--- config.mk ---
export PLATFORM = sky130hd
export DESIGN_NAME = tags_ctrl
export DESIGN_NICKNAME = d
export VERILOG_FILES = /design/src/hdl/tags_pkg.sv /design/src/hdl/tags_ctrl.sv
export SDC_FILE = /design/constraint.sdc
export NUM_CORES = 1
export LEC_CHECK = 0
export BUFFER_PORTS_ARGS = -buffer_cell sky130_fd_sc_hd__buf_2
export CORE_AREA = 4 4 41 43
export CTS_CLUSTER_SIZE = 40
export DETAILED_ROUTE_END_ITERATION = 10
export DIE_AREA = 0 0 45 47
export GPL_ROUTABILITY_DRIVEN = 1
export PLACE_DENSITY = 0.64
export SLEW_MARGIN = 25
export SYNTH_ARGS = -nofsm -noshare
export SYNTH_HDL_FRONTEND = slang
export SYNTH_SLANG_ARGS = --single-unit
export TNS_END_PERCENT = 1
--- constraint.sdc ---
create_clock -name i_clk -period 1.9 [get_ports i_clk]
set_clock_uncertainty 0.05 [all_clocks]
set_input_delay 0.57 -clock i_clk [delete_from_list [all_inputs] [get_ports i_clk]]
set_output_delay 0.57 -clock i_clk [all_outputs]
set_load 0.005 [all_outputs]
--- src/hdl/tags_pkg.sv ---
// Shared types, constants and helpers of the time-aware gate scheduler.
// Used by tags_ctrl, tags_dp and time_aware_gate_scheduler.
`default_nettype none
package tags_pkg;

    localparam int TIME_W     = 40;
    localparam int CNT_W      = 32;
    localparam int HANDLE_W   = 16;
    localparam int CLS_W      = 3;
    localparam int QDEPTH     = 8;
    localparam int QPTR_W     = $clog2(QDEPTH);
    localparam int FILL_W     = QPTR_W + 1;
    localparam int NCLASS     = 8;
    localparam int MAXSLOT    = 4;
    localparam int SLOT_W     = $clog2(MAXSLOT);
    localparam int DUR_W      = 32;
    localparam int CYC_W      = DUR_W + SLOT_W;
    localparam int MEM_AW     = CLS_W + QPTR_W;
    localparam int MEM_W      = HANDLE_W + 2 * TIME_W;
    localparam int TOT_W      = $clog2(NCLASS * QDEPTH) + 1;
    localparam int DIVC_W     = $clog2(TIME_W);
    localparam logic [CLS_W-1:0] TOP_CLASS = CLS_W'(NCLASS - 1);

    localparam logic [TIME_W-1:0] SLOT_RESET = 40'd1095216661480;

    typedef enum logic [1:0] {
        KIND_ENQ  = 2'd0,
        KIND_REL  = 2'd1,
        KIND_NONE = 2'd2
    } t_kind;

    typedef enum logic [3:0] {
        REG_SLOT_COUNT  = 4'd0,
        REG_SLOT_WORD0  = 4'd1,
        REG_SLOT_WORD1  = 4'd2,
        REG_SLOT_WORD2  = 4'd3,
        REG_SLOT_WORD3  = 4'd4,
        REG_BASE_DELAY  = 4'd5,
        REG_QUEUE_LIMIT = 4'd6,
        REG_CYCLE_START = 4'd7
    } t_reg;

    typedef enum logic [3:0] {
        S_IDLE, S_ENQ, S_SUM, S_DIV, S_FIX, S_SLOT,
        S_SCAN_REQ, S_SCAN_CHK, S_EMIT_REQ, S_EMIT_OUT, S_NONE
    } t_state;

    typedef enum logic [3:0] {
        OP_NOP, OP_LOAD, OP_ENQ, OP_SUM, OP_DIV, OP_FIX, OP_SLOT,
        OP_SCAN_REQ, OP_SCAN_CHK, OP_EMIT_REQ, OP_EMIT_OUT, OP_NONE
    } t_op;

    typedef struct packed {
        t_op  op;
        logic in_ready;
    } t_cmd;

    typedef struct packed {
        logic in_rel;
        logic sum_last;
        logic div_last;
        logic slot_hit;
        logic have_scan;
        logic have_emit;
        logic last_cls;
        logic elig_ok;
        logic out_free;
        logic total_zero;
    } t_stat;

    // zero duration acts as one
    function automatic logic [DUR_W-1:0] slot_dur(input logic [TIME_W-1:0] w);
        logic [DUR_W-1:0] d;
        d = w[DUR_W-1:0];
        return (d == '0) ? DUR_W'(1) : d;
    endfunction

endpackage
`default_nettype wire

--- src/hdl/tags_ctrl.sv ---
// Sequencer of the gate scheduler: one state per phase of an item.
// Depends on tags_pkg; drives tags_dp by command, reads its status.
`default_nettype none
module tags_ctrl import tags_pkg::*; (
    input  wire   i_clk,
    input  wire   i_rst_n,
    input  wire   i_valid,
    input  t_stat i_stat,
    output t_cmd  o_cmd
);

    t_state r_state, n_state;

    always_ff @(posedge i_clk) begin
        if (!i_rst_n) begin
            r_state <= S_IDLE;
        end else begin
            r_state <= n_state;
        end
    end

    always_comb begin
        n_state = r_state;
        unique case (r_state)
            S_IDLE: begin
                if (i_valid) n_state = i_stat.in_rel ? S_SUM : S_ENQ;
            end
            S_ENQ:      if (i_stat.out_free) n_state = S_IDLE;
            S_SUM:      if (i_stat.sum_last) n_state = S_DIV;
            S_DIV:      if (i_stat.div_last) n_state = S_FIX;
            S_FIX:      n_state = S_SLOT;
            S_SLOT:     if (i_stat.slot_hit) n_state = S_SCAN_REQ;
            S_SCAN_REQ: begin
                if (i_stat.have_scan) n_state = S_SCAN_CHK;
                else if (i_stat.last_cls) n_state = S_EMIT_REQ;
            end
            S_SCAN_CHK: begin
                if (i_stat.elig_ok || !i_stat.last_cls) n_state = S_SCAN_REQ;
                else n_state = S_EMIT_REQ;
            end
            S_EMIT_REQ: begin
                if (i_stat.have_emit) n_state = S_EMIT_OUT;
                else if (i_stat.last_cls) n_state = i_stat.total_zero ? S_NONE : S_IDLE;
            end
            S_EMIT_OUT: if (i_stat.out_free) n_state = S_EMIT_REQ;
            S_NONE:     if (i_stat.out_free) n_state = S_IDLE;
            default:    n_state = S_IDLE;
        endcase
    end

    always_comb begin
        o_cmd.in_ready = 1'b0;
        o_cmd.op       = OP_NOP;
        unique case (r_state)
            S_IDLE: begin
                o_cmd.in_ready = 1'b1;
                if (i_valid) o_cmd.op = OP_LOAD;
            end
            S_ENQ:      if (i_stat.out_free) o_cmd.op = OP_ENQ;
            S_SUM:      o_cmd.op = OP_SUM;
            S_DIV:      o_cmd.op = OP_DIV;
            S_FIX:      o_cmd.op = OP_FIX;
            S_SLOT:     o_cmd.op = OP_SLOT;
            S_SCAN_REQ: o_cmd.op = OP_SCAN_REQ;
            S_SCAN_CHK: o_cmd.op = OP_SCAN_CHK;
            S_EMIT_REQ: o_cmd.op = OP_EMIT_REQ;
            S_EMIT_OUT: if (i_stat.out_free) o_cmd.op = OP_EMIT_OUT;
            S_NONE:     if (i_stat.out_free) o_cmd.op = OP_NONE;
            default:    o_cmd.op = OP_NOP;
        endcase
    end

endmodule
`default_nettype wire

After elaboration in Yosys (flattened, before gate mapping)
Index checks and enable logic that the tools add are counted.

Eq/ne operators: 18. Mux-type cells: 20. Reduce and logical (&&, ||, !) cells: 5.

Operator list (number): 4-bit two-way mux (14); 4-bit case mux with 11 select lines (1); 4-bit case mux with 10 select lines (1); 4-bit by 3-bit == test with 1-bit output (second input constant) (4); 4-bit == test (second input constant) (3); 2-bit != test (second input constant) (5); 4-bit by 2-bit == test with 1-bit output (second input constant) (2); 8-bit AND reduction (1); 3-bit != test (second input constant) (2); 4-bit by 1-bit == test with 1-bit output (second input constant) (1); 4-bit zero test (1); 2-bit two-way mux (2); 1-bit two-way mux (2); 2-bit by 1-bit != test with 1-bit output (second input constant) (1); 2-bit OR reduction (1); 1-bit zero test (1); 1-bit logical OR (1).

Bits in registers: 4. Bits of input ports: 13. Output and inout port bits: 5. Word-level logic and storage cells: 44.

Longest topological paths before layout
Gate-level depths: netlist (run 1).

Depth after elaboration: 4. Gate-level depth with buffers: 6. Gate-level depth less buffers: 5.

Least setup slack after synthesis (run 1)
Ideal clock, no wire load.

Path type: flip-flop to output port. Start: register r_state[1]. End: output o_cmd[2] (netlist name). Arrival time: 1.159 ns. Required time: 1.280 ns. Path slack: 0.121 ns. Cell stages (with the launch flop): 5. Path buffers: 2. Cells stage by stage: dfxtp_1 > buf_4 > buf_2 > mux2_2 > o32ai_1.

RTL lines: start, declared (RTL line tags_ctrl.sv:12) `t_state r_state, n_state;`; start signal, assigned (RTL line tags_ctrl.sv:18) `r_state <= n_state;`; end, declared (RTL line tags_ctrl.sv:9) `output t_cmd o_cmd`.

==> out/qor.csv, run 1 <==
stage,metric,value,unit
grt,initial antenna violation count,0,
floorplanning,Die X-Extent,45,um
synth,#FFs+latches synth,4,
routing,drt initial violations,4,
worst_setup_path,Critical Path AT,1260,ps
hold_path,Hold EP,r_state[0],
hold_path,Hold Path Stages,2,
layout,max FFs per register,4,
clock_tree,clock slew at reported path FFs,30,ps
grt,total track usage,14.6,%
worst_setup_path,kind of critical path,in2out,
worst_setup_path,Worst setup SP type,input port,
worst_setup_path,worst-case reg-to-reg path depth,6,
routing,first-pass iteration count of the detailed router,4,
routing,vias per cell,5.55,
worst_setup_path,CP top delay family,adder cells,
placed_design,detailed placement HPWL,1090,um
placed_design,I/O Buffers,17,
synth,largest area contributor in the netlist,dfxtp_1,
clock_tree,hold buffers post-CTS,0,
synth,synth unique cells,38,
timing,final hold violation count,0,
layout,register area,92.6,um^2
grt,vias in the first global route,552,
synth,dominant cells by area after synthesis,"dfxtp_1 (14%), mux2i_1 (7.2%), nor2b_1 (6.8%)",
routing,vias,610,
floorplanning,# IOs,18,
layout,area grow syn2layout,34.6,%
floorplanning,Die Y,47,um
clock_tree,Num CTS Buffers,3,
timing,RSZ-0062 raised after global routing,yes,
worst_setup_path,CP cell instances,"buf_2, inv_2, maj3_2, o22ai_1, buf_2",
worst_setup_path,crit-path max FO,4,
layout,number of diodes,0,
clock_tree,root buffer cell,clkbuf_4,
worst_setup_path,Crit path required time,1280,ps
routing,DRT Wirelength,1370,um
layout,share of layout cells above drive strength 1,43.2,%
layout,layout filler cell count,138,
routing,Residual DRC,0,
placed_design,Placement Cell Area,686,um^2
worst_setup_path,CP Depth,5,
layout,Final Cell Area,744,um^2
synth,Syn Nets,83,
timing,final period utilization,99.0,%
floorplanning,Initial Utilization,42.5,%
timing,Worst Tran Pin Value,268,ps
worst_setup_path,Worst R2R End,r_state[1],
synth,share of the synthesized area in the top cell type,14.5,%
timing,Final Max Tran Viols,0,
floorplanning,DIE AREA,2120,um^2
status,status,"finished, final reports clean",
power,worst vdd ir,0.863,mV
timing,final setup fails,0,
synth,Post-Syn Area,553,um^2
worst_setup_path,CP Buf/Inv Count,3,
layout,Top Registers,r_state x4,
power,Leak,0.326,nW
clock_tree,CTS Sinks,4,
floorplanning,core area,1300,um^2
clock_tree,CTS tree,built,
timing,Slew HR,81.9,%
worst_setup_path,reg-to-reg critical path startpoint,r_state[0],
routing,post-route ant nets,0,
worst_setup_path,Slowest cell on crit path,maj3_2,
clock_tree,H-tree depth,1,
hold_path,Worst Hold Launch,i_rst_n,
layout,largest register by flop count,r_state,
worst_setup_path,FF-to-FF setup slack,280,ps
worst_setup_path,endpoint type of the worst setup path,output pin,
layout,final net count,110,
synth,Cells after Synth,70,
synth,Ys Warns,0,
clock_tree,CTS max path bufs,2,
grt,GR Overflow Total,0,
grt,largest net degree at the start of global routing,16,
timing,minimum clock period,1880,ps
hold_path,Hold Crit Class,in2reg,
clock_tree,clock latency at the later pin of the worst-skew pair,230,ps
grt,first-pass GRT wire length,2270,um
layout,multi-input logic area,420,um^2
timing,WHS,535,ps
placed_design,gpl congestion,0.782,
job,max_cap viols,0,
layout,final core utilization,57.2,%
synth,register area share after synthesis,14.5,%
timing,Max Fclk,531,MHz
worst_setup_path,Most common cell on crit path,buf_2,
worst_setup_path,crit path launch,i_stat[1],
floorplanning,std cell rows,13,
worst_setup_path,"slowest stage delay, CP",300,ps
routing,drt wl/cell,12.5,um
synth,synthesized area per cell,7.90,um^2
power,pwr dens,1300,nW/um^2
[how the worst max path moves through the flow]
stage | endpoint | slack [ps]
2_1_floorplan | o_cmd[2] | 120
3_3_place_gp | o_cmd[4] | -8
3_5_place_dp | o_cmd[4] | -50
4_1_cts | o_cmd[1] | 9
5_1_grt | o_cmd[2] | -10
6_report | o_cmd[4] | 20
[cells in the mapped netlist (all sizes together)]
cell / number
nor4: 2
maj3: 1
mux2: 1
o21ai: 3
nor2b: 6
o31ai: 1
dfxtp: 4
mux2i: 4
or3b: 1
a311oi: 1
nor4b: 2
inv: 4
nand4: 1
o22a: 1
nor3b: 4
clkbuf: 2
a221oi: 1
nor2: 4
nand2b: 3
and3b: 1
a211oi: 2
nand2: 3
a21boi: 1
o32ai: 1
xnor2: 2
a21o: 2
o211ai: 1
and4bb: 1
buf: 4
o22ai: 2
nand3b: 1
nor3: 1
a211o: 1
o32a: 1
[cells in the final DEF (no fill, tap or decap), types with 2 or more instances in the layout]
cell / count
a21o_1: 2
buf_2: 17
buf_4: 9
buf_6: 2
clkbuf_4: 3
dfxtp_4: 3
inv_1: 3
mux2i_1: 4
nand2_1: 3
nand2b_1: 3
nor2_1: 4
nor2b_1: 6
nor3b_1: 4
nor4_1: 2
nor4b_1: 2
o21ai_0: 2
o22ai_1: 2
xnor2_1: 2
[kinds of logic after synthesis]
kind of cell,Yosys count,share of synthesized area [%]
AOI/OAI and AO/OA,18,25.8
DFF,4,14.5
adders and majority gates,1,1.81
buffers and inverters,10,9.73
xor gates and xnor gates,2,3.17
and+or+nand+nor,30,35.7
muxes,5,9.28
[per-stage QoR]
stage          cells  TNS [ps]  setup slack (ps)  total power, mW
6_report         110         0              18.3            0.968
5_1_grt          110     -22.8             -11.8             1.06
4_1_cts          108         0              9.08            0.940
3_5_place_dp     105     -52.4             -52.4            0.815
3_3_place_gp     105     -8.40             -8.40            0.807
2_1_floorplan     70         0               121            0.643
[timing repair]
item | in CTS | in global routing
pin swaps | 1 | 0
setup endpoints to repair | 5 | 4
gates resized for setup | 7 | 4
setup buffers | 0 | 2
[metal layers]
metal / vias to the layer above / part of all wire (%) / global-route usage [%]
met5: - / 0 / 0
met4: 0 / 0 / 8.77
li1: 315 / - / -
met3: 0 / 4.7 / 1.15
met1: 280 / 43 / 17.0
met2: 15 / 52 / 26.0
[power breakdown]
group | leakage (nW) | switching (mW) | internal, mW
clock network | 0.0138 | 0.0308 | 0.0704
logic | 0.277 | 0.300 | 0.375
registers | 0.0353 | 0.0635 | 0.128
[layout make-up]
class / instances / share of cell area, %
Clock buffer: 3 / 3.03
Inverter: 4 / 2.02
Multi-Input combinational cell: 56 / 56.5
Sequential cell: 4 / 12.4
Tap cell: 15 / 2.52
Timing Repair Buffer: 28 / 23.5
Note: power is estimated with default switching activity, not from simulation.
==> inputs of run 2 (changes only) <==
==> constraint.sdc (replaced) <==
create_clock -name i_clk -period 1.9 [get_ports i_clk]
set_clock_uncertainty 0.05 [all_clocks]
set_input_delay 0 -clock i_clk [delete_from_list [all_inputs] [get_ports i_clk]]
set_output_delay 0 -clock i_clk [all_outputs]
set_load 0.005 [all_outputs]
==> run 2 against run 1 <==
  * Critical path depth did not move
  * Die area did not move
  * Sequential power rose by 16%
  * Combinational power fell by 16%
  * Clock power barely moved
  * Largest power group unchanged
==> out/qor.csv, run 2 (synthesis results as in run 1) <==
stage,metric,value,unit,change
power,pwr dens,1320,nW/um^2,was 1300 nW/um^2
routing,first-pass iteration count of the detailed router,4,,unchanged
floorplanning,Die X-Extent,45,um,unchanged
power,combinational power share,63.8,%,was 69.8%
power,Sequential Power Share,24.8,%,was 19.8%
timing,WHS,220,ps,was 535 ps
worst_setup_path,kind of critical path,reg2reg,,was in2out
layout,Top Registers,r_state x4,,unchanged
placed_design,gpl congestion,0.742,,was 0.782
hold_path,Hold Crit Class,in2reg,,unchanged
power,P_sw,0.388,mW,was 0.394 mW
worst_setup_path,Crit path required time,2010,ps,was 1280 ps
floorplanning,# IOs,18,,unchanged
layout,most frequent cells in the layout,"buf_2 (17), nor2b_1 (6)",,"was buf_2 (17), buf_4 (9), nor2b_1 (6)"
layout,"commonest non-fill, non-tap cell in the layout",buf_2,,unchanged
routing,Residual DRC,0,,unchanged
grt,GR Overflow Total,0,,unchanged
clock_tree,root buffer cell,clkbuf_4,,unchanged
grt,first-pass GRT wire length,2190,um,was 2270 um
timing,final setup fails,0,,unchanged
power,Power Total,0.891,mW,was 0.968 mW
clock_tree,Post-CTS Setup Inserts,0,,unchanged
timing,final hold violation count,0,,unchanged
routing,vias,585,,was 610
clock_tree,clock slew at reported path FFs,40,ps,was 30 ps
routing,drt wl/cell,13.2,um,was 12.5 um
grt,vias in the first global route,504,,was 552
floorplanning,DIE AREA,2120,um^2,unchanged
floorplanning,Die Y,47,um,unchanged
worst_setup_path,Critical Path AT,1760,ps,was 1260 ps
grt,initial antenna violation count,0,,unchanged
worst_setup_path,"slowest stage delay, CP",550,ps,was 300 ps
worst_setup_path,crit-path max FO,13,,was 4
timing,minimum clock period,1650,ps,was 1880 ps
layout,layout filler cell count,131,,was 138
layout,register area,83.8,um^2,was 92.6 um^2
power,worst vdd ir,0.670,mV,was 0.863 mV
placed_design,I/O Buffers,17,,unchanged
grt,largest net degree at the start of global routing,19,,was 16
timing,Max Fclk,608,MHz,was 531 MHz
job,max_cap viols,0,,unchanged
timing,Worst Tran Pin Value,394,ps,was 268 ps
clock_tree,CTS max path bufs,2,,unchanged
routing,drt initial violations,5,,was 4
timing,final period utilization,86.6,%,was 99.0%
layout,multi-input logic area,419,um^2,was 420 um^2
placed_design,detailed placement HPWL,1010,um,was 1090 um
clock_tree,CTS Sinks,4,,unchanged
layout,Final Cell Area,677,um^2,was 744 um^2
routing,DRT Wirelength,1360,um,was 1370 um
layout,final net count,103,,was 110
layout,number of diodes,0,,unchanged
placed_design,Post-Place Worst Slack,207,ps,was -52.4 ps
power,Leak,0.287,nW,was 0.326 nW
power,Net Sw Frac,43.6,%,was 40.8%
clock_tree,clock latency at the later pin of the worst-skew pair,230,ps,about the same
timing,Final WS setup,255,ps,was 18.3 ps
clock_tree,H-tree depth,1,,unchanged
routing,vias per cell,5.68,,was 5.55
floorplanning,Initial Utilization,42.5,%,unchanged
timing,RSZ-0062 raised after global routing,no,,was yes
layout,max FFs per register,4,,unchanged
timing,final setup TNS,0,ps,unchanged
status,status,"finished, final reports clean",,unchanged
clock_tree,CTS tree,built,,unchanged
worst_setup_path,CP cell instances,"and4bb_1, o21ai_1, nand4_2, a21o_1, a21boi_2",,"was buf_2, inv_2, maj3_2, o22ai_1, buf_2"
layout,final core utilization,52.0,%,was 57.2%
routing,post-route ant nets,0,,unchanged
worst_setup_path,Slowest cell on crit path,dfxtp_1,,was maj3_2
floorplanning,core area,1300,um^2,unchanged
worst_setup_path,endpoint type of the worst setup path,flop,,was output pin
power,Clk pwr share,11.4,%,was 10.5%
layout,fin cells,103,,was 110
layout,share of layout cells above drive strength 1,34.1,%,was 43.2%
worst_setup_path,Worst setup SP type,flop,,was input port
floorplanning,std cell rows,13,,unchanged
power,cell internal pwr,0.503,mW,was 0.573 mW
layout,largest register by flop count,r_state,,unchanged
placed_design,Placed Instances,99,,was 105
timing,Final Max Tran Viols,0,,unchanged
clock_tree,Num CTS Buffers,3,,unchanged
timing,Slew HR,73.7,%,was 81.9%
grt,total track usage,13.8,%,was 14.6%
placed_design,Placement Cell Area,641,um^2,was 686 um^2
layout,area grow syn2layout,22.4,%,was 34.6%
[run 2: changes by cell type in the layout (fill, tap and decap cells not counted), moves of 2 or more]
cell,before,now
buf_4,9,3
dfxtp_4,3,0
buf_6,2,0
dfxtp_2,1,3
[run 2: path summary, 6_finish.rpt]
check,slack [ps],cells past startpoint,startpoint,to
setup / recovery,250,5,r_state[3],r_state[1]
hold reg to reg,560,2,r_state[1],r_state[1]
hold / removal,220,4,i_stat[0],r_state[1]
setup reg to reg,250,5,r_state[3],r_state[1]
[run 2: area by class of cell]
type,count,share of cell area [%]
multi-input cells,56,61.9
repair buffers,21,17.4
flip-flops and latches,4,12.4
clock buffers,3,3.33
well taps,15,2.77
inverters,4,2.22
[run 2: power by group through the flow]
| stage | Sequential, mW | Clock [mW] | Combinational, mW |
|---|---|---|---|
| after floorplan | 0.134 | 0 | 0.509 |
| after global placement | 0.212 | 0 | 0.562 |
| after detailed placement | 0.212 | 0 | 0.565 |
| after CTS | 0.213 | 0.108 | 0.569 |
| after global routing | 0.232 | 0.108 | 0.631 |
| final | 0.221 | 0.101 | 0.569 |
[run 2: layer usage]
layer  vias to the layer above  GRT usage, %  wire (um)
li1                        302             -          -
met1                       271          18.9        624
met2                        12          22.6        674
met3                         0          1.15         56
met4                         0          5.26          0
met5                         -             0          0
[run 2: critical path, delay by kind of cell (launching register included)]
family	cells	cell delay, ps
simple gates	2	470
compound gates	3	500
flops	1	550
[run 2: repair_timing]
action                                  CTS  global route
endpoints found under the setup margin    0             1
resized for setup                         0             3
hold buffers                              1             0
endpoints found under the hold margin     4             0
==> inputs of run 3 (changes only) <==
Settings changed: CORE_AREA 4 4 41 43 to not set, CORE_MARGIN set to 4, CORE_UTILIZATION set to 26, DIE_AREA 0 0 45 47 to not set, PLACE_DENSITY 0.64 to 0.44.
==> run 3 against run 2 <==
  * Global-route usage shrank 3.8 points
  * Hold slack gained 12 ps
  * Setup slack gained 34 ps
  * Critical path depth shrank 1
  * Routed wire length grew 6.8%
  * First-iteration DRC count grew 40%
  * Register-to-register slack gained 80 ps
  * Clock power is essentially flat
  * Sequential share of layout area shrank 0.27 points
  * Largest cell class unchanged
==> out/qor.csv, run 3 (synthesis results as in run 1) <==
stage,metric,value,unit,change
layout,"commonest non-fill, non-tap cell in the layout",buf_2,,unchanged
timing,final setup TNS,0,ps,unchanged
job,max_cap viols,0,,unchanged
timing,Slew HR,76.3,%,was 73.7%
clock_tree,clock latency at the later pin of the worst-skew pair,230,ps,about the same
grt,vias in the first global route,520,,was 504
routing,Residual DRC,0,,unchanged
routing,first-pass iteration count of the detailed router,4,,unchanged
timing,final hold violation count,0,,unchanged
hold_path,Hold Crit Class,in2reg,,unchanged
layout,fin cells,115,,was 103
floorplanning,Die Y,54.1,um,was 47 um
layout,layout filler cell count,226,,was 131
worst_setup_path,Critical Path AT,1560,ps,was 1760 ps
grt,GR Overflow Total,0,,unchanged
timing,Max Fclk,620,MHz,was 608 MHz
status,status,"finished, final reports clean",,unchanged
layout,Top Registers,r_state x4,,unchanged
timing,minimum clock period,1610,ps,was 1650 ps
worst_setup_path,endpoint type of the worst setup path,output pin,,was flop
clock_tree,H-tree depth,1,,unchanged
hold_path,Hold Path Stages,4,,unchanged
floorplanning,# IOs,18,,unchanged
worst_setup_path,worst-case reg-to-reg path depth,5,,unchanged
layout,most frequent cells in the layout,"buf_2 (17), nor2b_1 (6)",,unchanged
clock_tree,CTS tree,built,,unchanged
floorplanning,DIE AREA,2930,um^2,was 2120 um^2
layout,share of layout cells above drive strength 1,34.1,%,unchanged
hold_path,Hold EP,r_state[1],,unchanged
routing,vias per cell,5.06,,was 5.68
layout,register area,83.8,um^2,unchanged
routing,vias,582,,was 585
worst_setup_path,crit-path max FO,19,,was 13
worst_setup_path,Worst R2R End,r_state[2],,was r_state[1]
placed_design,Placed Instances,111,,was 99
floorplanning,core area,1980,um^2,was 1300 um^2
floorplanning,std cell rows,16,,was 13
clock_tree,CTS max path bufs,2,,unchanged
power,pwr dens,1280,nW/um^2,was 1320 nW/um^2
timing,final period utilization,84.8,%,was 86.6%
timing,final setup fails,0,,unchanged
power,worst vdd ir,0.948,mV,was 0.670 mV
power,Leak,0.287,nW,about the same
timing,WHS,232,ps,was 220 ps
routing,DRT Wirelength,1450,um,was 1360 um
worst_setup_path,kind of critical path,reg2out,,was reg2reg
timing,RSZ-0062 raised after global routing,no,,unchanged
layout,max FFs per register,4,,unchanged
grt,total track usage,10.0,%,was 13.8%
clock_tree,CTS Sinks,4,,unchanged
worst_setup_path,FF-to-FF setup slack,330,ps,was 250 ps
worst_setup_path,reg-to-reg critical path startpoint,r_state[1],,was r_state[3]
clock_tree,root buffer cell,clkbuf_4,,unchanged
worst_setup_path,Crit path required time,1850,ps,was 2010 ps
clock_tree,clock slew at reported path FFs,40,ps,about the same
routing,drt wl/cell,12.6,um,was 13.2 um
power,Power Total,0.885,mW,was 0.891 mW
layout,largest register by flop count,r_state,,unchanged
grt,first-pass GRT wire length,2190,um,unchanged
grt,initial antenna violation count,0,,unchanged
grt,largest net degree at the start of global routing,20,,was 19
layout,area grow syn2layout,25.1,%,was 22.4%
clock_tree,Post-CTS Setup Inserts,0,,unchanged
worst_setup_path,Worst setup SP type,flop,,unchanged
placed_design,gpl congestion,0.761,,was 0.742
routing,drt initial violations,7,,was 5
layout,final net count,103,,unchanged
placed_design,detailed placement HPWL,1080,um,was 1010 um
layout,number of diodes,0,,unchanged
floorplanning,Initial Utilization,27.9,%,was 42.5%
floorplanning,Die X-Extent,54.1,um,was 45 um
timing,Worst Tran Pin Value,355,ps,was 394 ps
placed_design,Post-Place Worst Slack,157,ps,was 207 ps
placed_design,I/O Buffers,17,,unchanged
timing,Final Max Tran Viols,0,,unchanged
layout,multi-input logic area,419,um^2,unchanged
clock_tree,Num CTS Buffers,3,,unchanged
timing,Final WS setup,288,ps,was 255 ps
routing,post-route ant nets,0,,unchanged
hold_path,Worst Hold Launch,i_stat[0],,unchanged
## run 3: cell counts in the layout (fill, tap and decap cells not counted)
No cell type changed its count.
## run 3: what timing repair did
| action | 4_1_cts | 5_1_grt |
|---|---|---|
| hold buffers | 1 | 0 |
| resized for setup | 0 | 3 |
| setup endpoints to repair | 0 | 5 |
| endpoints found under the hold margin | 4 | 0 |
## run 3: cell type report
class | count | share of cell area, %
tap | 27 | 4.88
sequential | 4 | 12.1
timing repair buffer | 21 | 17.0
multi-input combinational | 56 | 60.6
clock buffer | 3 | 3.25
inverter | 4 | 2.17
## run 3: how the worst max path moves through the flow
stage	startpoint	end	slack (ps)	cells after the start
after CTS	r_state[0]	o_cmd[2]	60	4
final	r_state[1]	o_cmd[2]	290	4
after global placement	r_state[0]	r_state[1]	130	5
after global routing	r_state[1]	r_state[3]	210	5
after detailed placement	r_state[0]	r_state[2]	160	5
after floorplan	r_state[0]	r_state[1]	480	6
## run 3: where the power goes
group / internal, mW / switching [mW] / leakage [nW]
clock network: 0.0704 / 0.0305 / 0.0138
logic: 0.308 / 0.235 / 0.239
registers: 0.119 / 0.122 / 0.0339
total: 0.497 / 0.388 / 0.287
## run 3: through the flow
step | area, um^2 | utilization [%]
6_report | 692 | 34.9
3_3_place_gp | 656 | 33.1
5_1_grt | 692 | 34.9
3_5_place_dp | 656 | 33.1
2_1_floorplan | 553 | -
4_1_cts | 688 | 34.7
## run 3: critical path, stage by stage (launching register included)
cell and delay [ps]:
dfxtp_2 540, buf_4 200, mux2_2 320, o32ai_1 110, buf_2 150
## run 3: routing by layer
layer  wire [um]  up-vias  global-route usage (%)  part of all wire [%]
met2         649       14                    17.5                    45
met3          74        0                   0.831                   5.1
li1            -      297                       -                     -
met4           0        0                    4.98                     0
met1         724      271                    12.1                    50
met5           0        -                       0                     0
